<file path="src/rtl/rlpp_pkg.sv">
// Shared types, status codes and canvas constants of the rectangle list pixel painter.
package rlpp_pkg;

    localparam int CANVAS_W = 13;
    localparam int COLOR_W  = 24;
    localparam int STATUS_W = 2;

    localparam logic [CANVAS_W-1:0] CANVAS_MAX          = 13'd4096;
    localparam logic [CANVAS_W-1:0] CANVAS_WIDTH_RESET  = 13'd640;
    localparam logic [CANVAS_W-1:0] CANVAS_HEIGHT_RESET = 13'd480;

    localparam logic [7:0] WHITE = 8'd255;
    localparam logic [COLOR_W-1:0] WHITE_RGB = {WHITE, WHITE, WHITE};

    localparam logic [STATUS_W-1:0] STATUS_OK      = 2'd0;
    localparam logic [STATUS_W-1:0] STATUS_FULL    = 2'd1;
    localparam logic [STATUS_W-1:0] STATUS_OUTSIDE = 2'd2;

    localparam logic CMD_ADD   = 1'b0;
    localparam logic CMD_QUERY = 1'b1;

    localparam logic REG_CANVAS_WIDTH  = 1'b0;
    localparam logic REG_CANVAS_HEIGHT = 1'b1;

    // Commands from the controller to the datapath.
    typedef struct packed {
        logic start_add;
        logic start_query;
        logic scan;
        logic take_hit;
        logic deliver;
    } rlpp_cmd_t;

    // Status from the datapath to the controller.
    typedef struct packed {
        logic query_cmd;
        logic query_quick;
        logic hit;
        logic miss_done;
        logic out_free;
    } rlpp_sts_t;

    // A written dimension of zero is taken as one, anything above the maximum as the maximum.
    function automatic logic [CANVAS_W-1:0] clamp_dim(input logic [CANVAS_W-1:0] v);
        logic [CANVAS_W-1:0] r;
        if (v == '0)
        begin
            r = 13'd1;
        end
        else if (v > CANVAS_MAX)
        begin
            r = CANVAS_MAX;
        end
        else
        begin
            r = v;
        end
        return r;
    endfunction

endpackage

</file>
<file path="src/rtl/rlpp_ctrl.sv">
// Controller state machine that sequences adds, queries and result delivery.
module rlpp_ctrl (
    input  logic                clk,
    input  logic                rst_n,
    input  logic                in_valid,
    output logic                in_stall,
    input  rlpp_pkg::rlpp_sts_t sts,
    output rlpp_pkg::rlpp_cmd_t cmd
);

    localparam logic [1:0] S_IDLE = 2'd0;
    localparam logic [1:0] S_SCAN = 2'd1;
    localparam logic [1:0] S_DONE = 2'd2;

    logic [1:0] state_reg;
    logic [1:0] state_next;

    always_comb
    begin
        state_next = state_reg;
        cmd        = '0;
        unique case (state_reg)
            S_IDLE:
            begin
                if (in_valid)
                begin
                    if (sts.query_cmd == rlpp_pkg::CMD_ADD)
                    begin
                        cmd.start_add = 1'b1;
                        state_next    = S_DONE;
                    end
                    else
                    begin
                        cmd.start_query = 1'b1;
                        state_next      = sts.query_quick ? S_DONE : S_SCAN;
                    end
                end
            end
            S_SCAN:
            begin
                cmd.scan = 1'b1;
                if (sts.hit)
                begin
                    cmd.take_hit = 1'b1;
                    state_next   = S_DONE;
                end
                else if (sts.miss_done)
                begin
                    state_next = S_DONE;
                end
            end
            S_DONE:
            begin
                if (sts.out_free)
                begin
                    cmd.deliver = 1'b1;
                    state_next  = S_IDLE;
                end
            end
            default:
            begin
                state_next = S_IDLE;
            end
        endcase
    end

    always_ff @(posedge clk or negedge rst_n)
    begin
        if (!rst_n)
        begin
            state_reg <= S_IDLE;
        end
        else
        begin
            state_reg <= state_next;
        end
    end

    assign in_stall = (state_reg != S_IDLE);

endmodule

</file>
<file path="config.mk">
export PLATFORM = sky130hd
export DESIGN_NAME = rlpp_ctrl
export DESIGN_NICKNAME = d
export VERILOG_FILES = /design/src/rtl/rlpp_pkg.sv /design/src/rtl/rlpp_ctrl.sv
export SDC_FILE = /design/constraint.sdc
export NUM_CORES = 1
export LEC_CHECK = 0
export ABC_AREA = 1
export BUFFER_PORTS_ARGS = -buffer_cell sky130_fd_sc_hd__buf_2
export CAP_MARGIN = 20
export CORE_AREA = 4 4 41 43
export CTS_CLUSTER_DIAMETER = 200
export DETAILED_ROUTE_END_ITERATION = 16
export DIE_AREA = 0 0 45 47
export GPL_ROUTABILITY_DRIVEN = 0
export HOLD_SLACK_MARGIN = 0.05
export PLACE_DENSITY = 0.33
export SETUP_SLACK_MARGIN = 0.2
export SYNTH_ARGS = -nofsm -noshare
export SYNTH_HDL_FRONTEND = slang
export SYNTH_SLANG_ARGS = --single-unit
export TNS_END_PERCENT = 5
</file>
<file path="constraint.sdc">
create_clock -name clk -period 2.7 [get_ports clk]
set_clock_uncertainty 0.15 [all_clocks]
set_input_delay 0.27 -clock clk [delete_from_list [all_inputs] [get_ports clk]]
set_output_delay 0.27 -clock clk [all_outputs]
set_load 0.01 [all_outputs]
</file>
==> impl_metrics.toml <==
[run_status]
outcome = "finished clean"

[clocking]
clock_tree.htree_level_count = 1
clk_root_buffer_cell = "clkbuf_4"
worst_skew_pair.late_latency_ps = 220
cts_tree = "done"
cts-resized-gates = 0
holdBufCountCts = 1
cts.path.max_buffers = 2
cts.sinks = 2
cts.clk_slew.worst_paths_ps = 30
postCtsSetupBuffers = 0
numCtsBuffers = 3

[synth]
synth.cell_area_um2 = 170
synth-compound-area-share_pct = 5.88
largest_family_of_logic_cells_by_synthesized_area = "simple AND/OR/NAND/NOR gates"
synthesis.area_per_instance_um2 = 6.81
synth_simple_gate_area_share_pct = 53.7
yosysWarnings = 0
seq_cells_post_synth = 2
synth-seq-area-share_pct = 29.4
muxShareOfSynthArea_pct = 0
synth-xor-area-share_pct = 0
synth_fp_nets = 33
synth_cell_type_count = 15
postSynthCellCount = 25
adder_cell_share_of_the_synthesized_area_pct = 0

[final_layout]
seqCellArea_um2 = 50.0
final_cell_mix = "buf_2 (13), nand2_1 (4), inv_1 (3), clkbuf_4 (3)"
fill_cells = 160
area_of_combinational_cells_with_multiple_inputs_um2 = 101
fin_cells = 57
layout-area-overhead-vs-synth_pct = 68.4
final_layout_size_suffix_gt1_share_pct = 57.1
largest_reg_flops = 2
antenna_cells = 0
mostFrequentLayoutCell = "buf_2"
fin_nets = 52

[global_routing]
use_met3_pct = 2.68
grt_start_max_net_pins = 6
global_route.usage.total_pct = 6.00
number_of_global_route_vias_before_repair = 215
grt_first_pass_wirelength_um = 828
met1_global_route_usage_pct = 7.05
antenna_found_initial = 0
grt-busiest-layer = "met4"
gr-usage-met2_pct = 6.50
grt_remaining_overflow = 0

[floorplan]
die_h_um = 47
die_w_um = 45
core_area_um2 = 1300
start_util_pct = 13.1
dieArea_um2 = 2120
num_io_pins = 14
placementRows = 13

[power]
power.combinational.fraction_pct = 47.0
internal-power_uw = 131
power_frac_clock_pct = 29.0
vdd_drop_max_uv = 288
netSwitchingPower_uw = 95.6
total_power_divided_by_cell_area_nw_per_um2 = 789
leakage_uw = 0.000170
power.switching_fraction_pct = 42.3
pwr-share-seq_pct = 24.0

[sta]
clock.fmax_ghz = 0.652
slew_violations = 0
setup-violations-final = 0
finalCriticalPeriod_ps = 1530
max_slew.worst_pin.slew_ps = 164
layout_worst_path_cycle_share_pct = 56.8
max-slew-margin-rel_pct = 88.9
grt_setup_unrepaired = "false"
final.setup.tns_ps = 0
hold_viol_final = 0

[flow_run]
maxCapViolCount = 0

[worst_setup_path]
crit-reg2reg-launch = "state_reg[0]$_DFFE_PN0P_"
critical_path_required_ps = 2280
critPathKind = "reg -> out"
r2r_setup_slack_ps = 1650
critical_path.max_fanout = 4
worst_setup_path_start_kind = "flip-flop"
worst_ep_arrival_time_ps = 1110
worst-r2r-cell-count = 4
critPathCaptureType = "output pin"
worstReg2RegEnd = "state_reg[0]$_DFFE_PN0P_"

[detailed_routing]
routed_vias = 218
antenna_left = 0
remaining_drc_errors = 0
detail_route.wl_per_cell_um = 8.47
detail_route.iter0.violations = 0
drtPass1Iterations = 1
post_drt_via_cell_ratio = 3.82
detail_route.wirelength_um = 483

[placement]
placed_cells = 53
dp.final_hpwl_um = 394
io_buffer_count = 13

[hold_path]
timing.hold.worst.class = "in -> reg"
timing.hold.worst_path_depth = 4
hold_path_startpoint = "sts[1]"
worst_hold_path.endpoint = "state_reg[0]$_DFFE_PN0P_"
[cell usage after synthesis]
| cell | number | area (µm²) |
|---|---|---|
| a21oi_1 | 1 | 5.00 |
| and3_2 | 1 | 7.51 |
| dfrtp_1 | 2 | 50.1 |
| inv_1 | 3 | 11.3 |
| inv_2 | 2 | 7.51 |
| nand2_1 | 4 | 15.0 |
| nand2_2 | 2 | 12.5 |
| nand3_1 | 1 | 5.00 |
| nand3_2 | 1 | 10.0 |
| nand4_1 | 1 | 6.26 |
| nor2_1 | 2 | 7.51 |
| nor2_2 | 1 | 6.26 |
| nor2_4 | 1 | 11.3 |
| nor3_1 | 2 | 10.0 |
| o21ai_0 | 1 | 5.00 |
[worst max-delay path: stages, from the launching register on]
cell and delay, ps:
dfrtp_1 400, inv_2 130, nand2_2 90, nor3_1 120
buf_2 150
[cells by family (layout without fill, tap and decap cells)]
kind of cell           after synthesis  count (layout)
buffers and inverters                5              22
DFF                                  2               2
AOI/OAI and AO/OA                    2               2
and+or+nand+nor                     16              16
[power groups by stage]
stage	sequential [µW]	clock, µW	combinational [µW]
4_1_cts	54.4	71.2	109
3_5_place_dp	54.8	0	107
5_1_grt	57.9	72.3	121
3_3_place_gp	55.2	0	109
6_report	54.4	65.6	106
2_1_floorplan	53.0	0	70.5
[area by class of cell]
type	count	share of cell area [%]
well taps	15	6.55
repair buffers	14	26.2
flip-flops and latches	2	17.5
inverters	5	6.55
clock buffers	3	7.86
multi-input cells	18	35.4
[routing by layer]
metal	vias up	share of wire [%]
met4	0	0
li1	115	-
met2	10	45
met1	93	43
met5	-	0
met3	0	12
[worst max-delay path by stage]
stage	start	end	slack (ps)	cells past startpoint
after CTS	state_reg[0]$_DFFE_PN0P_	cmd[4]	1150	4
final	state_reg[0]$_DFFE_PN0P_	cmd[4]	1170	4
after detailed placement	state_reg[0]$_DFFE_PN0P_	cmd[4]	1400	4
after global placement	state_reg[0]$_DFFE_PN0P_	cmd[4]	1390	4
after floorplan	state_reg[0]$_DFFE_PN0P_	cmd[4]	1410	3
after global routing	state_reg[0]$_DFFE_PN0P_	cmd[4]	1030	4
[stage by stage]
step	total power, µW	area (µm²)	hold WS (ps)	worst slack, ps	util (%)
5_1_grt	251	287	225	1030	22.0
3_3_place_gp	164	254	-90.1	1390	19.5
6_report	226	287	188	1170	22.0
2_1_floorplan	124	170	-176	1410	-
3_5_place_dp	162	254	-90.8	1400	19.5
4_1_cts	235	287	187	1150	22.0
No activity file was read; power rests on OpenSTA's default activity.
